### config.mk
export PLATFORM = sky130hd
export DESIGN_NAME = mdet_alu
export DESIGN_NICKNAME = d
export VERILOG_FILES = /design/src/hdl/mdet_pkg.sv /design/src/hdl/mdet_alu.sv
export SDC_FILE = /design/constraint.sdc
export NUM_CORES = 1
export LEC_CHECK = 0
export BUFFER_PORTS_ARGS = -buffer_cell sky130_fd_sc_hd__buf_2
export CORE_MARGIN = 4
export CORE_UTILIZATION = 54
export DETAILED_ROUTE_END_ITERATION = 7
export PLACE_DENSITY_LB_ADDON = 0.2
export SYNTH_ARGS = -nofsm -noshare
export SYNTH_HDL_FRONTEND = slang
export SYNTH_SLANG_ARGS = --single-unit
### constraint.sdc
create_clock -name vclk -period 7.9
set_input_delay 1.58 -clock vclk [all_inputs]
set_output_delay 1.58 -clock vclk [all_outputs]
set_load 0.005 [all_outputs]
### src/hdl/mdet_pkg.sv
// Shared types and constants of the frame difference motion detector.
// Used by mdet_alu, mdet_seq, frame_difference_motion_detector and its testbench; no dependencies.

package mdet_pkg;

   // Frame store geometry.
   localparam int MAX_FRAME_PIXELS = 65536;
   localparam int ADDR_W           = $clog2(MAX_FRAME_PIXELS);
   // Remainder of the mean division is below the frame size, which is at most the store depth.
   localparam int REM_W            = ADDR_W + 1;

   // Datapath widths fixed by the register and field definitions.
   localparam int PIXEL_W     = 8;
   localparam int SQUARE_W    = 2 * PIXEL_W;
   localparam int SUM_W       = 32;
   localparam int THRESHOLD_W = 16;
   localparam int QUIET_W     = 8;
   localparam int FRAME_W     = 17;
   localparam int MEAN_W      = 16;
   localparam int CSR_INDEX_W = 2;
   localparam int CSR_DATA_W  = FRAME_W;

   // The division produces one quotient bit per step.
   localparam int DIV_STEPS = SUM_W;
   localparam int DIV_CNT_W = $clog2(DIV_STEPS);

   // Register indexes on the configuration port.
   localparam logic [CSR_INDEX_W-1:0] REG_MOTION_THRESHOLD = 2'd0;
   localparam logic [CSR_INDEX_W-1:0] REG_QUIET_LIMIT      = 2'd1;
   localparam logic [CSR_INDEX_W-1:0] REG_PIXELS_PER_FRAME = 2'd2;

   // Reset values of the registers.
   localparam logic [THRESHOLD_W-1:0] THRESHOLD_RESET = 16'd50;
   localparam logic [QUIET_W-1:0]     QUIET_RESET     = 8'd5;
   localparam logic [FRAME_W-1:0]     FRAME_RESET     = 17'd65536;

   // Result codes.
   localparam logic RESULT_MOTION  = 1'b0;
   localparam logic RESULT_TIMEOUT = 1'b1;

   typedef enum logic [2:0] {
      ST_IDLE,
      ST_SQUARE,
      ST_ACCUM,
      ST_DIVIDE,
      ST_COMPARE,
      ST_OUTPUT
   } seq_state_type;

   typedef enum logic {
      ALU_ADD,
      ALU_SUB
   } alu_op_type;

   typedef enum logic [1:0] {
      SRC_ACCUM,
      SRC_DIVIDE,
      SRC_COMPARE
   } alu_src_type;

   // Sequencer to datapath.
   typedef struct packed {
      logic        accept_en;
      logic        square_en;
      logic        accum_en;
      logic        divide_en;
      logic        compare_en;
      logic        output_en;
      alu_op_type  alu_op;
      alu_src_type alu_src;
   } seq_ctrl_type;

   // Datapath to sequencer.
   typedef struct packed {
      logic req_valid;
      logic last_pixel;
      logic store_primed;
      logic div_done;
      logic motion;
      logic timeout_hit;
      logic rsp_free;
   } seq_status_type;

endpackage

### src/hdl/mdet_alu.sv
// Shared 32-bit add/subtract unit of the motion detector.
// Depends on mdet_pkg; serves accumulation, division steps and the threshold compare.

module mdet_alu (
   input  mdet_pkg::alu_op_type        op,
   input  logic [mdet_pkg::SUM_W-1:0]  a,
   input  logic [mdet_pkg::SUM_W-1:0]  b,
   output logic [mdet_pkg::SUM_W-1:0]  result,
   output logic                        carry
);

   // For a subtraction the carry output is the borrow.
   always_comb begin
      unique case (op)
         mdet_pkg::ALU_ADD: {carry, result} = {1'b0, a} + {1'b0, b};
         mdet_pkg::ALU_SUB: {carry, result} = {1'b0, a} - {1'b0, b};
         default:           {carry, result} = {1'b0, a} + {1'b0, b};
      endcase
   end

endmodule

==> results.md, run 1 <==
* Outcome: complete, no violations
* DR vias/cell at around 6.2
* Hold Crit Class: in2out
* GRT Overall Usage at 0.268
* Largest net degree at the start of global routing at between 40 and 50
* Die Y at 90.7 um
* Final setup vio count at 0
* Synthesized instance count at 564
* Hold Buf Count CTS at 0
* Drt pass-1 iters at 5
* Initial Utilization at 0.569
* Pwr dens at about 85 mW/mm^2
* Largest area contributor in the netlist: ha_1
* Tmin final at slightly below 6 ns
* Post_cts resized at 0
* Crit-path max FO at 3
* Max-slew violations at 0
* Highest Clock Rate at ~170 MHz
* Ports at 98
* Die footprint at ~0.0082 mm^2
* CP arrival at around 4.4 ns
* Clock buf count at 0
* YS warnings at 0
* Top cells by area, synth: ha_1, a21oi_1, inv_1, nor2_1, xnor2_1
* Wire length per cell at roughly 17 um
* Synth cell types at slightly above 70
* Final TNS setup at 0 ns
* Seq Cell Count at 0
* Worst Setup SP: a[0]
* Vias in the first global route at a little under 4000
* Remaining DRCs at 0
* Worst hold start: b[0]
* Reg area at 0 um^2
* Rows at 29
* Leak pwr at a little over 2 nW
* Core footprint at between 0.006 and 0.007 mm^2
* Mapped Nets at 695
* Peak VDD IR at approximately 42 uV
* Proportion of layout cells with a drive suffix above 1 at 0.187
* Syn avg cell area at 6.55 um^2
* Synth top area share at 0.217
* Area Overhead vs Synth at 12.9%
* CP endpoint kind: output port
* WL final at about 12 mm
* Post-Syn Area at approximately 0.0037 mm^2
* Hpwl dp at approximately 9.7 mm
* Post-route cell area at 0.00417 mm^2
* Vias at around 4400
* Setup Buffers After CTS at 0
* Tcrit/Tclk final at 0.752
* Final hold viol count at 0
* Slew headroom at 0.388
* Initial antenna violation count at 0
* Post-synthesis sequential area ratio at 0
* N_diodes at 0
* Port Buffer Count at between 90 and 100
* Worst-Margin Slew at between 0.9 and 1 ns
* Starting DRT DRC Count at between 400 and 500
* First-pass GRT wire length at around 19 mm
* Max cap viols at 0
* RSZ-0062 raised after global routing: false
* Grt ovf at 0
* Nets at around 770
* Placed Area at 0.00417 mm^2
* Final GP Congestion at a little over 0.9
* Routed Antenna Nets at 0
* Setup Crit Path Kind: in2out
* Worst Setup Start Kind: primary input
* Chip width at around 91 um
* WP data required at about 6.3 ns
* Setup crit end: result[30]
==> layout make-up <==
| type | instances | area [um^2] |
|---|---|---|
| fillers | 636 | 2320 |
| repair buffers | 98 | 490 |
| multi-input cells | 474 | 3350 |
| well taps | 77 | 96.3 |
| inverters | 64 | 240 |
==> worst max-delay path: stages <==
cell,delay [ns]
buf_2,0.09
inv_1,0.04
ha_1,0.25
fa_1,0.42
nor2b_1,0.19
o21ai_1,0.10
nand2_1,0.13
nand3_1,0.17
or4_1,0.64
o32ai_1,0.26
a21oi_1,0.07
o31ai_1,0.10
xor2_1,0.18
buf_2,0.13
==> cell usage after synthesis, types with 4 or more instances <==
cell,instances
o21bai_1,8
nand4_1,13
inv_1,60
nand2b_1,8
o21ai_1,5
o211ai_1,4
o31ai_1,11
o221ai_1,4
or4_1,4
o21ai_0,35
a31oi_1,6
a21oi_1,71
a211oi_1,9
o21a_1,4
xor2_1,6
nor3_1,15
clkbuf_1,20
nor2_1,56
ha_1,64
xnor2_1,24
nor2b_1,8
nand2_1,32
a21o_1,14
buf_2,4
nand3_1,9
and3_1,5
inv_2,4
nor4_1,5
==> kinds of logic after synthesis <==
kind of cell	after synthesis	share of synthesized area
and+or+nand+nor	169	0.224
muxes	2	0.00542
adders and majority gates	66	0.227
AOI/OAI and AO/OA	207	0.377
buffers and inverters	90	0.0948
xor gates and xnor gates	30	0.0711
==> power breakdown <==
group / switching (mW) / internal (mW)
logic: 0.209 / 0.144
registers: 0 / 0
clock network: 0 / 0
total: 0.209 / 0.144
==> cell usage in the layout, fill, tap and decap left out, types with 11 or more instances in the layout <==
cell type,netlist,layout
xnor2_1,24,24
ha_1,64,64
inv_1,60,60
nor3_1,15,15
o31ai_1,11,11
buf_2,4,98
nand2_1,32,32
a21oi_1,71,71
a21o_1,14,14
o21ai_0,35,35
nor2_1,56,56
nand4_1,13,13
==> worst min-delay path by stage <==
| stage | end | depth (start not counted) |
|---|---|---|
| final | result[0] | 4 |
| after global routing | result[0] | 4 |
| after CTS | result[0] | 4 |
| after detailed placement | result[0] | 4 |
| after global placement | result[0] | 4 |
| after floorplan | result[0] | 2 |
==> metal layers <==
layer / vias up / track usage / share of wire
met4: 0 / 0.0255 / 0.012
met5: - / 0 / 0
met1: 2015 / 0.382 / 0.45
li1: 2187 / - / -
met2: 219 / 0.457 / 0.46
met3: 20 / 0.0167 / 0.079
==> per-stage QoR <==
step	util	std cells	total power, mW	setup WS (ns)	hold WS (ns)
after detailed placement	0.642	713	0.347	2.02	3.51
after global routing	0.642	713	0.389	1.80	3.54
after CTS	0.642	713	0.349	2.01	3.51
after floorplan	-	564	0.235	2.60	3.29
after global placement	0.642	713	0.342	2.01	3.50
final	0.642	713	0.354	1.96	3.51
(Power assumes the default switching activity.)
==> inputs of run 2 (changes only) <==
--- a/config.mk
+++ b/config.mk
@@ -5,6 +5,7 @@
 export SDC_FILE = /design/constraint.sdc
 export NUM_CORES = 1
 export LEC_CHECK = 0
+export ABC_AREA = 1
 export BUFFER_PORTS_ARGS = -buffer_cell sky130_fd_sc_hd__buf_2
 export CORE_MARGIN = 4
 export CORE_UTILIZATION = 54
==> constraint.sdc (replaced) <==
create_clock -name vclk -period 6.12
set_input_delay 1.224 -clock vclk [all_inputs]
set_output_delay 1.224 -clock vclk [all_outputs]
set_load 0.005 [all_outputs]
==> results.md, run 2 <==
* Die footprint at 0.0117 mm^2 (+42%)
* Wire length per cell at 14.3 um (-15%)
* Starting DRT DRC Count at 826 (+85%)
* Post-route cell area at 0.00595 mm^2 (+42%)
* GRT Overall Usage at 0.316 (+0.0475)
* N_diodes at 0 (unchanged)
* Setup Buffers After CTS at 0 (unchanged)
* Max-slew violations at 0 (unchanged)
* Hold Crit Class: in2out
* Area Overhead vs Synth at 9.54%
* Rows at 36 (+24%)
* Routed Antenna Nets at 0 (unchanged)
* Seq Cell Count at 0 (unchanged)
* Grt ovf at 0 (unchanged)
* Fin util at 0.608 (-0.0342)
* Hold Worst Slack at 2.79 ns (-0.716 ns)
* Final setup vio count at 0 (unchanged)
* Commonest non-fill, non-tap cell in the layout: nand2_1
* Hold Buf Count CTS at 0 (unchanged)
* Crit-path max FO at 9 (+6)
* Placed Area at 0.00595 mm^2 (+42%)
* Clock buf count at 0 (unchanged)
* Largest net degree at the start of global routing at 45 (-6.3%)
* Synth top area share at 0.310 (+0.0932)
* Peak VDD IR at 55.5 uV (+31%)
* Largest area contributor in the netlist: nand2_1
* Initial antenna violation count at 0 (unchanged)
* Synthesized instance count at 1122 (+99%)
* Post-Syn Area at 0.00543 mm^2 (+47%)
* Vias at 6955 (+57%)
* Ports at 98 (unchanged)
* Proportion of layout cells with a drive suffix above 1 at 0.125 (-0.0621)
* RSZ-0062 raised after global routing: false
* Highest Clock Rate at ~220 MHz
* Commonest cells after routing, fill and taps aside: nand2_1, inv_1, buf_2
* Remaining DRCs at 0 (unchanged)
* Final hold viol count at 0 (unchanged)
* DR vias/cell at 5.25 (-16%)
* Worst-Margin Slew at 0.575 ns (-0.343 ns)
* Post-synthesis sequential area ratio at 0 (unchanged)
* Worst Setup Start Kind: primary input
* WP data required at 4.90 ns (-1.42 ns)
* Outcome: complete, no violations
* Initial Utilization at 0.555 (-0.0138)
* Vias in the first global route at 6129 (+54%)
* WL final at 18.9 mm (+59%)
* Leak pwr at 3.83 nW (+89%)
* Synth cell types at 38 (-46%)
* Hold path depth at 4 (unchanged)
* Final TNS setup at 0 ns (unchanged)
* Top cells by area, synth: nand2_1, ha_1, inv_1, nand3_1, nor2_1
* Pwr dens at 100 mW/mm^2 (+18%)
* Port Buffer Count at 98 (unchanged)
* Drt pass-1 iters at 6 (+1)
* First-pass GRT wire length at 29.7 mm (+55%)
* Die Y at 108 um (+19%)
* Final GP Congestion at 1.03 (+13%)
* Syn avg cell area at 4.84 um^2 (-26%)
* CP arrival at 3.28 ns (-1.08 ns)
* Tcrit/Tclk final at 0.736
* CP endpoint kind: output port
* Nets at 1325 (+72%)
* Synth cell count leaders: nand2_1, inv_1, nor2_1, nand3_1, ha_1
* Mapped Nets at 1253 (+80%)
* Setup Crit Path Kind: in2out
* Top-count cell post-synth: nand2_1
* Post_cts resized at 0 (unchanged)
* Hpwl dp at 16.4 mm (+69%)
* Tmin final at roughly 4.5 ns
* Max cap viols at 0 (unchanged)
* YS warnings at 0 (unchanged)
* Core footprint at 0.00977 mm^2 (+50%)
* Slew headroom at 0.613 (+0.224)
* Chip width at 108 um (+19%)
* Reg area at 0 um^2 (unchanged)
[run 2: power breakdown]
| part | switching [mW] | leakage (nW) | internal (mW) |
|---|---|---|---|
| Clock | 0 | 0 | 0 |
| Combinational | 0.396 | 3.83 | 0.201 |
| Sequential | 0 | 0 | 0 |
| Total | 0.396 | 3.83 | 0.201 |
[run 2: cell families after synthesis]
group | after synthesis | share of synthesized area
AOI/OAI and AO/OA | 87 | 0.0911
xor gates and xnor gates | 19 | 0.0307
buffers and inverters | 264 | 0.190
and+or+nand+nor | 686 | 0.533
adders and majority gates | 66 | 0.155
[run 2: metrics by stage]
step	power [mW]	cells	setup WS [ns]
after floorplan	0.399	1122	2.29
after global placement	0.581	1325	1.64
after detailed placement	0.582	1325	1.64
after CTS	0.584	1325	1.62
after global routing	0.665	1325	1.37
final	0.597	1325	1.61
[run 2: final cells by class]
class	count	area (um^2)
fill	1119	3830
multi-input combinational	858	4400
tap	133	166
inverter	234	878
timing repair buffer	100	505
[run 2: final timing paths]
kind	startpoint	end	slack (ns)
max	b[23]	result[30]	1.61
min	b[0]	result[0]	2.79
[run 2: critical path: stages]
cell,delay [ns]
buf_2,0.09
inv_1,0.04
ha_1,0.55
nand2_1,0.25
nor2_1,0.24
nand2_1,0.12
nor4_1,0.18
nand2_1,0.12
nand2_1,0.09
nand2_1,0.05
nand2_1,0.06
nand2_1,0.05
nand2_1,0.11
buf_2,0.11
[run 2: metal layers]
| layer | vias to the layer above | wire length, um | track usage |
|---|---|---|---|
| met5 | - | 0 | 0 |
| met4 | 0 | 285 | 0.0487 |
| met3 | 26 | 1830 | 0.0287 |
| met2 | 330 | 8110 | 0.501 |
| met1 | 3051 | 8680 | 0.470 |
| li1 | 3548 | - | - |
==> inputs of run 3 (changes only) <==
==> constraint.sdc (replaced) <==
create_clock -name vclk -period 3.9
set_input_delay 0.78 -clock vclk [all_inputs]
set_output_delay 0.78 -clock vclk [all_outputs]
set_load 0.005 [all_outputs]
==> results.md, run 3 (synthesis gave the netlist of run 2 again) <==
* Post_cts resized at 0 (unchanged)
* Initial Utilization at 0.555 (unchanged)
* Die Y at 108 um (unchanged)
* CP endpoint kind: output port
* Setup Buffers After CTS at 0 (unchanged)
* Proportion of layout cells with a drive suffix above 1 at 0.127 (+0.00220)
* Max cap viols at 0 (unchanged)
* Crit-path most repeated cell: nand2_1
* Starting DRT DRC Count at 563 (-32%)
* Slowest stage delay, CP at 0.55 ns (about the same)
* Leak pwr at 3.85 nW (+0.38%)
* First-pass GRT wire length at 29.6 mm (-0.12%)
* Vias at 6863 (-1.3%)
* Setup Crit Path Kind: in2out
* Max-slew violations at 0 (unchanged)
* Tcrit/Tclk final at 0.927
* Routed Antenna Nets at 0 (unchanged)
* Met2 GRT Util at 0.502 (about the same)
* Crit-path cells: buf_2 -> inv_1 -> ha_1 -> nand2_1 -> nor2_1 -> nand2_1 -> nor4_1 -> nand2_1 -> nand2_1 -> nand2_1 -> nand2_1 -> nand2_1 -> nand2_1 -> buf_2
* CP arrival at 2.83 ns (-0.45 ns)
* Area Overhead vs Synth at 9.96%
* Layout Cells excl Fill at 1328 (+0.23%)
* Crit-path max FO at 9 (unchanged)
* RSZ-0062 raised after global routing: false
* Reg area at 0 um^2 (unchanged)
* Hold Buf Count CTS at 0 (unchanged)
* Critical path buffer and inverter count at 3 (unchanged)
* Port Buffer Count at 98 (unchanged)
* GRT Overall Usage at 0.313 (-0.00314)
* Drt pass-1 iters at 6 (unchanged)
* Final setup vio count at 0 (unchanged)
* Placed Instances at 1328 (+0.23%)
* M1 GR Usage at 0.454 (-0.0155)
* Initial antenna violation count at 0 (unchanged)
* Final GP Congestion at 0.974 (-5.7%)
* Wire length per cell at 13.9 um (-2.7%)
* Tmin final at 3.61 ns
* Clock buf count at 0 (unchanged)
* Largest net degree at the start of global routing at 45 (unchanged)
* DR vias/cell at 5.17 (-1.5%)
* Commonest non-fill, non-tap cell in the layout: nand2_1
* Remaining DRCs at 0 (unchanged)
* Worst Setup Start Kind: primary input
* N_diodes at 0 (unchanged)
* Outcome: complete, no violations
* Grt ovf at 0 (unchanged)
* Crit-path slowest cell: ha_1
* Worst-Margin Slew at 0.596 ns (+0.0216 ns)
* Seq Cell Count at 0 (unchanged)
* Hpwl dp at 16.2 mm (-1.7%)
* Rows at 36 (unchanged)
* Final hold viol count at 0 (unchanged)
* Footprint of the multi-input gates at 0.00440 mm^2 (unchanged)
* Core footprint at 0.00977 mm^2 (unchanged)
* Highest Clock Rate at roughly 280 MHz
* GR peak layer: met2
* WL final at 18.4 mm (-2.5%)
* # fillers at 1117 (-0.18%)
* Nets at 1328 (+0.23%)
* Ports at 98 (unchanged)
* Commonest cells after routing, fill and taps aside: nand2_1, inv_1, buf_2
* WP data required at 3.12 ns (-1.78 ns)
* Pwr dens at 156 mW/mm^2 (+55%)
* M3 GR Usage at 0.0251 (-0.00358)
* Slew headroom at 0.600 (-0.0128)
* Hold Crit Class: in2out
* Chip width at 108 um (unchanged)
* Vias in the first global route at 6106 (-0.38%)
* Peak VDD IR at 87.1 uV (+57%)
* Final TNS setup at 0 ns (unchanged)
* Top delay family on crit path: simple AND/OR/NAND/NOR gates
* Die footprint at 0.0117 mm^2 (unchanged)
-- run 3: cell types whose count changed in the layout (fill, tap and decap cells not counted) --
cell / before / now
buf_4: 2 / 5
-- run 3: stage by stage --
step	cell area [um^2]	worst slack (ns)	hold WS [ns]	utilization	total power, mW
floorplan	5430	0.960	1.69	-	0.626
global placement	5970	0.332	1.90	0.611	0.909
detailed placement	5970	0.332	1.91	0.611	0.911
CTS	5970	0.323	1.91	0.611	0.915
global route	5970	0.0597	1.95	0.611	1.05
finish	5970	0.286	1.90	0.611	0.931
-- run 3: worst paths after layout --
check / start / end / slack [ns] / cells after the start
max: b[23] / result[29] / 0.29 / 14
min: b[0] / result[0] / 1.90 / 4
-- run 3: power breakdown --
group	switching (mW)	internal [mW]
Clock	0	0
Combinational	0.613	0.318
Sequential	0	0
Total	0.613	0.318
-- run 3: worst min-delay path, delay by kind of cell --
kind	cells	cell delay, ns
buf+inv	3	0.23
fa+ha+maj	1	0.11
-- run 3: area by class of cell --
type / count / area share
Multi-Input combinational cell: 858 / 0.736
Timing Repair Buffer: 103 / 0.0885
Inverter: 234 / 0.147
Tap cell: 133 / 0.0279
-- run 3: per-layer routing --
| layer | up-vias | wire [um] |
|---|---|---|
| met5 | - | 0 |
| met3 | 26 | 1550 |
| met2 | 286 | 7960 |
| li1 | 3553 | - |
| met1 | 2998 | 8500 |
| met4 | 0 | 425 |
