<file path="src/hdl/mdet_pkg.sv">
// Shared types and constants of the frame difference motion detector.
// Used by mdet_alu, mdet_seq, frame_difference_motion_detector and its testbench; no dependencies.

package mdet_pkg;

   // Frame store geometry.
   localparam int MAX_FRAME_PIXELS = 65536;
   localparam int ADDR_W           = $clog2(MAX_FRAME_PIXELS);
   // Remainder of the mean division is below the frame size, which is at most the store depth.
   localparam int REM_W            = ADDR_W + 1;

   // Datapath widths fixed by the register and field definitions.
   localparam int PIXEL_W     = 8;
   localparam int SQUARE_W    = 2 * PIXEL_W;
   localparam int SUM_W       = 32;
   localparam int THRESHOLD_W = 16;
   localparam int QUIET_W     = 8;
   localparam int FRAME_W     = 17;
   localparam int MEAN_W      = 16;
   localparam int CSR_INDEX_W = 2;
   localparam int CSR_DATA_W  = FRAME_W;

   // The division produces one quotient bit per step.
   localparam int DIV_STEPS = SUM_W;
   localparam int DIV_CNT_W = $clog2(DIV_STEPS);

   // Register indexes on the configuration port.
   localparam logic [CSR_INDEX_W-1:0] REG_MOTION_THRESHOLD = 2'd0;
   localparam logic [CSR_INDEX_W-1:0] REG_QUIET_LIMIT      = 2'd1;
   localparam logic [CSR_INDEX_W-1:0] REG_PIXELS_PER_FRAME = 2'd2;

   // Reset values of the registers.
   localparam logic [THRESHOLD_W-1:0] THRESHOLD_RESET = 16'd50;
   localparam logic [QUIET_W-1:0]     QUIET_RESET     = 8'd5;
   localparam logic [FRAME_W-1:0]     FRAME_RESET     = 17'd65536;

   // Result codes.
   localparam logic RESULT_MOTION  = 1'b0;
   localparam logic RESULT_TIMEOUT = 1'b1;

   typedef enum logic [2:0] {
      ST_IDLE,
      ST_SQUARE,
      ST_ACCUM,
      ST_DIVIDE,
      ST_COMPARE,
      ST_OUTPUT
   } seq_state_type;

   typedef enum logic {
      ALU_ADD,
      ALU_SUB
   } alu_op_type;

   typedef enum logic [1:0] {
      SRC_ACCUM,
      SRC_DIVIDE,
      SRC_COMPARE
   } alu_src_type;

   // Sequencer to datapath.
   typedef struct packed {
      logic        accept_en;
      logic        square_en;
      logic        accum_en;
      logic        divide_en;
      logic        compare_en;
      logic        output_en;
      alu_op_type  alu_op;
      alu_src_type alu_src;
   } seq_ctrl_type;

   // Datapath to sequencer.
   typedef struct packed {
      logic req_valid;
      logic last_pixel;
      logic store_primed;
      logic div_done;
      logic motion;
      logic timeout_hit;
      logic rsp_free;
   } seq_status_type;

endpackage

</file>
<file path="src/hdl/mdet_seq.sv">
// Sequencer of the motion detector: steps one pixel through square, accumulate and,
// at frame end, the iterative division and compare. Depends on mdet_pkg.

module mdet_seq (
   input  logic                     clock,
   input  logic                     reset,
   input  mdet_pkg::seq_status_type status,
   output mdet_pkg::seq_ctrl_type   ctrl
);

   mdet_pkg::seq_state_type state_ff;
   mdet_pkg::seq_state_type state_in;

   always_ff @(posedge clock) begin
      if (reset) begin
         state_ff <= mdet_pkg::ST_IDLE;
      end else begin
         state_ff <= state_in;
      end
   end

   always_comb begin
      state_in = state_ff;
      unique case (state_ff)
         mdet_pkg::ST_IDLE: begin
            if (status.req_valid) state_in = mdet_pkg::ST_SQUARE;
         end
         mdet_pkg::ST_SQUARE: begin
            state_in = mdet_pkg::ST_ACCUM;
         end
         mdet_pkg::ST_ACCUM: begin
            if (status.last_pixel && status.store_primed) state_in = mdet_pkg::ST_DIVIDE;
            else state_in = mdet_pkg::ST_IDLE;
         end
         mdet_pkg::ST_DIVIDE: begin
            if (status.div_done) state_in = mdet_pkg::ST_COMPARE;
         end
         mdet_pkg::ST_COMPARE: begin
            if (status.motion || status.timeout_hit) state_in = mdet_pkg::ST_OUTPUT;
            else state_in = mdet_pkg::ST_IDLE;
         end
         mdet_pkg::ST_OUTPUT: begin
            if (status.rsp_free) state_in = mdet_pkg::ST_IDLE;
         end
         default: state_in = mdet_pkg::ST_IDLE;
      endcase
   end

   always_comb begin
      ctrl            = '0;
      ctrl.alu_op     = mdet_pkg::ALU_ADD;
      ctrl.alu_src    = mdet_pkg::SRC_ACCUM;
      unique case (state_ff)
         mdet_pkg::ST_IDLE:    ctrl.accept_en = 1'b1;
         mdet_pkg::ST_SQUARE:  ctrl.square_en = 1'b1;
         mdet_pkg::ST_ACCUM: begin
            ctrl.accum_en = 1'b1;
            ctrl.alu_op   = mdet_pkg::ALU_ADD;
            ctrl.alu_src  = mdet_pkg::SRC_ACCUM;
         end
         mdet_pkg::ST_DIVIDE: begin
            ctrl.divide_en = 1'b1;
            ctrl.alu_op    = mdet_pkg::ALU_SUB;
            ctrl.alu_src   = mdet_pkg::SRC_DIVIDE;
         end
         mdet_pkg::ST_COMPARE: begin
            ctrl.compare_en = 1'b1;
            ctrl.alu_op     = mdet_pkg::ALU_SUB;
            ctrl.alu_src    = mdet_pkg::SRC_COMPARE;
         end
         mdet_pkg::ST_OUTPUT:  ctrl.output_en = 1'b1;
         default:              ctrl.accept_en = 1'b0;
      endcase
   end

endmodule

</file>
<file path="config.mk">
export PLATFORM = sky130hd
export DESIGN_NAME = mdet_seq
export DESIGN_NICKNAME = d
export VERILOG_FILES = /design/src/hdl/mdet_pkg.sv /design/src/hdl/mdet_seq.sv
export SDC_FILE = /design/constraint.sdc
export NUM_CORES = 1
export LEC_CHECK = 0
export BUFFER_PORTS_ARGS = -buffer_cell sky130_fd_sc_hd__buf_2
export CAP_MARGIN = 20
export CORE_AREA = 2 2 39 41
export DETAILED_ROUTE_END_ITERATION = 10
export DIE_AREA = 0 0 41 43
export GPL_ROUTABILITY_DRIVEN = 0
export PLACE_DENSITY = 0.51
export SYNTH_ARGS = -nofsm -noshare
export SYNTH_HDL_FRONTEND = slang
export SYNTH_SLANG_ARGS = --single-unit
</file>
<file path="constraint.sdc">
create_clock -name clock -period 1 [get_ports clock]
set_input_delay 0.1 -clock clock [delete_from_list [all_inputs] [get_ports clock]]
set_output_delay 0.1 -clock clock [all_outputs]
set_load 0.02 [all_outputs]
</file>
==> results_dict.tcl, run 1 <==
set metrics [dict create \
    status "finished, violations left" \
    violations "negative setup slack" \
    grt_usage 0.140 \
    ctsHtreeMaxLevel 1 \
    die_y_um 43 \
    cts_hold_buf 0 \
    synth-edff-count 0 \
    multi_input_area_sq_um 305 \
    detail-route-antenna-nets 0 \
    arrival_ns 1.28 \
    ys_ff_latch 3 \
    clockBufferDepth 2 \
    wire_per_inst_um 12.6 \
    synth_flop_cell "dfxtp_1" \
    fin_skew_ns 0.000309 \
    grt_max_degree 9 \
    yosysWarningCount 0 \
    final_cell_mix "buf_4 (11), buf_6 (10), buf_2 (9)" \
    routed_wl_mm 1.06 \
    worstMarginPinSlew_ns 0.348 \
    fin_ws_ns -0.377 \
    finalHoldViolCount 0 \
    fin_nets 78 \
    final_common_cell "buf_4" \
    dp_slack_ns -0.199 \
    fillerInstances 127 \
    fin_area_sq_um 706 \
    dr.pass1.iters 4 \
    powerDensity_mw_per_mm2 1650 \
    seqCellArea_sq_um 68.8 \
    synth_nets 44 \
    fmax_mhz 726 \
    antenna_cells 0 \
    grt_pass1_wl_mm 1.57 \
    cp-start-kind "register" \
    crit_type "reg -> out" \
    hold_slack_ns 0.113 \
    timing.slew.headroom 0.766 \
    clock_latency_ns 0.23 \
    drv_slew 0 \
    root_buffer "clkbuf_4" \
    port_buffers 17 \
    die_w_um 41 \
    top_register "state_ff" \
    antenna_found_initial 0 \
    syn_avg_cell_area_sq_um 8.29 \
    async_flop_share 0 \
    core_sq_mm 0.00138 \
    vias 401 \
    gr-total-overflow 0 \
    reg_top3 "state_ff: 3 flops" \
    placed_cell_area_sq_um 492 \
    hp-class "in -> reg" \
    fin_crit_ns 1.38 \
    synthCells 35 \
    synth_cell_types 25 \
    syn_area_sq_um 290 \
    period_share 1.38 \
    placed_cells 76 \
    drc 0 \
    drv_cap 0 \
    vdd_drop_max_uv 652 \
    setup_tns_ns -2.76 \
    viasPerCell 4.77 \
    end_kind "primary output" \
    instances_no_fill 84 \
    start_util 0.210 \
    largest_register_ffs 3 \
    die_area_sq_mm 0.00176 \
    yosysSeqAreaShare 0.207 \
    rsz0062_at_grt "yes" \
    p_leak_nw 0.308 \
    crit_required_ns 0.90 \
    critPathMaxFanout 3 \
    cts.reportedPaths.clkPinSlew_ns 0.04 \
    drive_above_1_share 0.868 \
    syn2layout_area_growth_pct 143 \
    placementRows 14 \
    numClockSinks 3 \
    grt_pass1_vias 362 \
    io_pins 18 \
    cts_buffers 3 \
    place_hpwl_um 692 \
    setup_viol 12 \
    cts_tree "yes" \
    drtIter0Drc 8 \
]
## where the power goes
part           internal [mW]  switching (mW)  leakage, nW
logic                  0.428           0.334        0.266
clock network          0.150          0.0661       0.0150
registers              0.149          0.0359       0.0264
total                  0.726           0.436        0.308
## per-layer routing
metal / track usage / part of all wire / vias to the layer above
li1: - / - / 196
met1: 0.166 / 0.41 / 190
met2: 0.191 / 0.53 / 13
met3: 0.0314 / 0.036 / 2
met4: 0.140 / 0.021 / 0
met5: 0 / 0 / -
## cells by family after synthesis
| logic type | count (synthesis) | share of synthesized area |
|---|---|---|
| buf+inv | 5 | 0.116 |
| flops | 3 | 0.207 |
| compound gates | 9 | 0.254 |
| simple gates | 18 | 0.422 |
## stage by stage
stage	total power, mW	util
3_5_place_dp	0.681	0.355
6_report	1.16	0.510
4_1_cts	1.04	0.444
2_1_floorplan	0.497	-
3_3_place_gp	0.677	0.355
5_1_grt	1.23	0.510
## path summary, 6_finish.rpt
path / start / slack, ns / endpoint / depth (start not counted)
setup reg to reg: state_ff[2] / -0.22 / state_ff[2] / 5
setup / recovery: state_ff[2] / -0.38 / ctrl[2] / 4
hold / removal: reset / 0.11 / state_ff[0] / 2
hold reg to reg: state_ff[0] / 0.58 / state_ff[2] / 2
## worst max-delay path: stages (launching register included)
cell and delay [ns]:
dfxtp_2 0.33, and2b_2 0.22, and2_4 0.15, or2_4 0.22, buf_6 0.13
## repair_timing
item                       4_1_cts  5_1_grt
pin swaps                        1        1
cloned                           0        0
buffers inserted                 2        2
gates resized for setup         24       10
setup endpoints to repair       11       12
## Yosys cell counts, drive strengths merged, types with 2 or more instances
cell,number,area [sq um]
a211oi,2,15.0
and2,4,28.8
buf,3,26.3
dfxtp,3,60.1
inv,2,7.51
nor2,2,7.51
nor3,3,20.0
nor3b,2,20.0
nor4,2,12.5
o21ai,2,13.8
## area by class of cell
| type | instances | area share |
|---|---|---|
| Timing Repair Buffer | 32 | 0.390 |
| Multi-Input combinational cell | 27 | 0.433 |
| Tap cell | 16 | 0.0284 |
| Sequential cell | 3 | 0.0975 |
| Inverter | 2 | 0.0142 |
| Clock buffer | 4 | 0.0372 |
(Power assumes the default switching activity.)
==> run 2, diff against run 1 <==
--- a/config.mk
+++ b/config.mk
@@ -12,6 +12,7 @@
 export DIE_AREA = 0 0 41 43
 export GPL_ROUTABILITY_DRIVEN = 0
 export PLACE_DENSITY = 0.51
+export REMOVE_ABC_BUFFERS = 1
 export SYNTH_ARGS = -nofsm -noshare
 export SYNTH_HDL_FRONTEND = slang
 export SYNTH_SLANG_ARGS = --single-unit
==> run 2 against run 1 <==
  * The flow still finishes with violations (negative setup slack)
  * First-iteration DRC count down 63%
  * Clock skew up 0.0039 ns
  * Setup slack worse by 0.017 ns
  * Utilization down 0.90 points
  * Sequential cell count unchanged
  * Die area unchanged
  * Combinational power down 7.4%
  * Largest power group unchanged
==> results_dict.tcl, run 2 (synthesis gave the netlist of run 1 again) <==
set metrics [dict create \
    worstMarginPinSlew_ns 0.321 \
    rsz0062_at_grt "yes" \
    drv_cap 0 \
    pwr-share-clk 0.197 \
    top_register "state_ff" \
    fin_skew_ns 0.00421 \
    finalHoldViolCount 0 \
    antenna_cells 0 \
    crit_type "reg -> out" \
    status "finished, violations left" \
    drive_above_1_share 0.855 \
    placementRows 14 \
    comb_power_share 0.641 \
    drtIter0Drc 3 \
    timing.slew.headroom 0.784 \
    seqPwrFrac 0.162 \
    core_sq_mm 0.00138 \
    clock_latency_ns 0.24 \
    cts_buffers 3 \
    arrival_ns 1.29 \
    fin_nets 79 \
    timing.rr.end "state_ff[0]" \
    fin_area_sq_um 693 \
    cts.reportedPaths.clkPinSlew_ns 0.04 \
    viasPerCell 4.49 \
    drv_slew 0 \
    end_kind "primary output" \
    grt_pass1_vias 344 \
    largest_register_ffs 3 \
    routed_wl_um 940 \
    cts_hold_buf 0 \
    cts_tree "yes" \
    final_cell_mix "buf_4 (13), buf_6 (11), buf_2 (8)" \
    cp-start-kind "register" \
    drc 0 \
    hold_depth 2 \
    timing.rr.start "state_ff[2]" \
    grt_pass1_wl_mm 1.50 \
    hold_slack_ns 0.0953 \
    vias 382 \
    grt_max_degree 11 \
    vdd_drop_max_uv 768 \
    reg2reg_depth 5 \
    port_buffers 17 \
    io_pins 18 \
    ff2ff_setup_slack_ns -0.28 \
    fin_ws_ns -0.394 \
    clockBufferDepth 2 \
    grt_usage 0.124 \
    numClockSinks 3 \
    violations "negative setup slack" \
    die_area_sq_mm 0.00176 \
    dr.pass1.iters 3 \
    hp-class "in -> reg" \
    crit_required_ns 0.90 \
    syn2layout_area_growth_pct 139 \
    final_util 0.501 \
    powerDensity_mw_per_mm2 1590 \
    start_util 0.210 \
    reg_top3 "state_ff: 3 flops" \
    die_y_um 43 \
    die_w_um 41 \
    swShare 0.371 \
    critPathMaxFanout 4 \
    holdPathEnd "state_ff[1]" \
    final_common_cell "buf_4" \
    fmax_mhz 718 \
    wire_per_inst_um 11.1 \
    fillerInstances 125 \
    ctsHtreeMaxLevel 1 \
    detail-route-antenna-nets 0 \
    place_hpwl_um 611 \
    cellInternalPower_mw 0.692 \
    fin_crit_ns 1.39 \
    switchingPower_mw 0.409 \
    placed_cell_area_sq_um 449 \
    antenna_found_initial 0 \
    setup_viol 12 \
    hp-start "reset" \
    gr-total-overflow 0 \
    period_share 1.39 \
    p_leak_nw 0.307 \
    root_buffer "clkbuf_4" \
]
## run 2: cell count changes in the layout (fill, tap and decap cells not counted), moves of 2 or more
cell | previous run | this run
nor4_2 | 2 | 0
a211oi_1 | 0 | 2
a211oi_2 | 2 | 0
buf_4 | 11 | 13
nor2_2 | 0 | 2
## run 2: worst max path at each step
stage | endpoint | depth (start not counted) | slack [ns] | startpoint
floorplan | ctrl[2] | 3 | -0.38 | state_ff[2]
global placement | state_ff[2] | 4 | -0.26 | state_ff[1]
detailed placement | state_ff[2] | 4 | -0.27 | state_ff[1]
CTS | ctrl[2] | 4 | -0.41 | state_ff[2]
global route | ctrl[2] | 4 | -0.44 | state_ff[2]
finish | ctrl[2] | 5 | -0.39 | state_ff[2]
## run 2: cell type report
type | instances | area, sq um | share of cell area
clock buffers | 4 | 26.3 | 0.0379
inverters | 2 | 10.0 | 0.0144
multi-input cells | 27 | 287 | 0.413
flip-flops and latches | 3 | 68.8 | 0.0993
well taps | 16 | 20.0 | 0.0289
repair buffers | 33 | 282 | 0.406
## run 2: routing by layer
metal  vias to the layer above  global-route usage  part of all wire
li1                        196                   -                 -
met1                       173               0.166              0.42
met2                        11               0.197              0.52
met3                         2                   0             0.041
met4                         0              0.0600             0.018
met5                         -                   0                 0
## run 2: repair_timing
item | 4_1_cts | 5_1_grt
setup buffers | 7 | 0
pin swaps | 5 | 4
endpoints found under the setup margin | 11 | 12
gates resized for setup | 32 | 14
endpoints found under the hold margin | 0 | 0
## run 2: per-stage QoR
step	std cells	setup slack [ns]	TNS (ns)	power (mW)
finish	85	-0.394	-2.86	1.10
global route	85	-0.439	-3.42	1.17
CTS	85	-0.405	-2.97	1.01
detailed placement	74	-0.269	-1.47	0.594
global placement	74	-0.264	-1.51	0.596
floorplan	32	-0.384	-1.38	0.392
## run 2: power groups by stage
stage	clock network (mW)	registers [mW]	logic (mW)
after floorplan	0	0.186	0.206
after global placement	0	0.174	0.422
after detailed placement	0	0.173	0.422
after CTS	0.222	0.176	0.609
after global routing	0.229	0.184	0.757
final	0.217	0.178	0.705
## run 2: critical path, cell delays in order, from the launching register on
cell and delay (ns):
dfxtp_2 0.31, buf_4 0.13, buf_6 0.12, and2_4 0.13, or2_1 0.23, buf_6 0.13
==> run 3, diff against run 2 <==
--- a/config.mk
+++ b/config.mk
@@ -5,13 +5,13 @@
 export SDC_FILE = /design/constraint.sdc
 export NUM_CORES = 1
 export LEC_CHECK = 0
-export BUFFER_PORTS_ARGS = -buffer_cell sky130_fd_sc_hd__buf_2
 export CAP_MARGIN = 20
 export CORE_AREA = 2 2 39 41
 export DETAILED_ROUTE_END_ITERATION = 10
 export DIE_AREA = 0 0 41 43
+export DONT_BUFFER_PORTS = 1
 export GPL_ROUTABILITY_DRIVEN = 0
-export PLACE_DENSITY = 0.51
+export PLACE_DENSITY = 0.39
 export REMOVE_ABC_BUFFERS = 1
 export SYNTH_ARGS = -nofsm -noshare
 export SYNTH_HDL_FRONTEND = slang
==> run 3 against run 2 <==
  * Critical endpoint unchanged
  * Non-clock buffer count shrank 14
  * Critical path type unchanged
  * Setup slack gained 0.11 ns
  * The run still ends with negative setup slack left
  * Via count shrank 7.9%
  * Critical path depth shrank 2
==> results_dict.tcl, run 3 (synthesis gave the netlist of run 1 again) <==
set metrics [dict create \
    fin_crit_ns 1.28 \
    crit_type "reg -> out" \
    viasPerCell 4.96 \
    vdd_drop_max_uv 664 \
    drtIter0Drc 3 \
    cts.reportedPaths.clkPinSlew_ns 0.04 \
    place_hpwl_um 636 \
    grtUsageMet3 0.0681 \
    reg2reg_depth 4 \
    setup_viol 11 \
    antenna_found_initial 0 \
    grt_usage 0.116 \
    reg_top3 "state_ff: 3 flops" \
    use_met2 0.181 \
    die_y_um 43 \
    worstSetupEndpoint "ctrl[2]" \
    numClockSinks 3 \
    cp-start-kind "register" \
    startpoint "state_ff[2]" \
    hold_slack_ns 0.108 \
    worstMarginPinSlew_ns 0.293 \
    syn2layout_area_growth_pct 93.1 \
    fin_ws_ns -0.282 \
    antenna_cells 0 \
    largest_register_ffs 3 \
    dp_slack_ns -0.251 \
    fin_skew_ns 0.00217 \
    fmax_mhz 780 \
    timing.rr.start "state_ff[1]" \
    power_mw 0.959 \
    ctsHtreeMaxLevel 1 \
    die_w_um 41 \
    instances_no_fill 71 \
    rsz0062_at_grt "yes" \
    top_usage_layer "met2" \
    fin_nets 65 \
    placed_cells 60 \
    grt_pass1_vias 355 \
    arrival_ns 1.18 \
    port_buffers 0 \
    final_cell_mix "buf_4 (13), and2_4 (4), buf_6 (4)" \
    critPathMaxFanout 4 \
    core_sq_mm 0.00138 \
    status "finished, violations left" \
    placed_cell_area_sq_um 374 \
    violations "negative setup slack" \
    fin_area_sq_um 561 \
    grt_pass1_wl_mm 1.35 \
    drc 0 \
    grt_util_met1 0.115 \
    final_common_cell "buf_4" \
    timing.rr.end "state_ff[2]" \
    clockBufferDepth 2 \
    cts_tree "yes" \
    ff2ff_setup_slack_ns -0.25 \
    root_buffer "clkbuf_4" \
    drv_slew 0 \
    grt_max_degree 12 \
    gr-total-overflow 0 \
    cts_buffers 3 \
    finalHoldViolCount 0 \
    period_share 1.28 \
    end_kind "primary output" \
    top_register "state_ff" \
    start_util 0.210 \
    drv_cap 0 \
    die_area_sq_mm 0.00176 \
    vias 352 \
    io_pins 18 \
    timing.slew.headroom 0.802 \
    p_leak_nw 0.235 \
    wire_per_inst_um 13.6 \
    crit_required_ns 0.90 \
    routed_wl_um 967 \
    hp-class "in -> reg" \
    detail-route-antenna-nets 0 \
    dr.pass1.iters 2 \
    drive_above_1_share 0.764 \
    powerDensity_mw_per_mm2 1710 \
    clock_latency_ns 0.23 \
    placementRows 14 \
]
-- run 3: stage by stage --
step / TNS [ns] / utilization
finish: -2.40 / 0.405
global route: -2.95 / 0.405
CTS: -2.83 / 0.363
detailed placement: -1.12 / 0.270
global placement: -1.09 / 0.270
floorplan: -1.38 / -
-- run 3: area by class of cell --
class	instances	area [sq um]
flip-flops and latches	3	68.8
repair buffers	19	168
fillers	151	823
inverters	2	7.51
multi-input cells	27	270
well taps	16	20.0
clock buffers	4	26.3
-- run 3: timing repair --
item,4_1_cts,5_1_grt
setup buffers,6,0
hold buffers,1,0
endpoints found under the hold margin,3,0
pin swaps,2,5
endpoints found under the setup margin,11,12
resized for setup,16,12
-- run 3: worst max-delay path: stages, from the launching register on --
cell     delay, ns
dfxtp_2       0.32
and2b_2       0.23
and2_4        0.14
or2_4         0.25
-- run 3: layer usage --
| layer | up-vias | part of all wire |
|---|---|---|
| met1 | 171 | 0.36 |
| met4 | 0 | 0 |
| met5 | - | 0 |
| met2 | 9 | 0.56 |
| met3 | 0 | 0.075 |
| li1 | 172 | - |
-- run 3: how the worst min path moves through the flow --
stage	from	end	slack, ns	depth (start not counted)
floorplan	reset	state_ff[0]	0.17	1
global placement	reset	state_ff[1]	0.18	1
detailed placement	reset	state_ff[0]	0.18	1
CTS	status[3]	state_ff[1]	0.08	2
global route	status[3]	state_ff[1]	0.1	2
finish	status[3]	state_ff[1]	0.11	2
-- run 3: where the power goes --
part           internal (mW)  switching, mW  total [mW]
sequential             0.148         0.0275       0.176
clock                  0.150         0.0640       0.214
combinational          0.301          0.269       0.569
total                  0.599          0.360       0.959
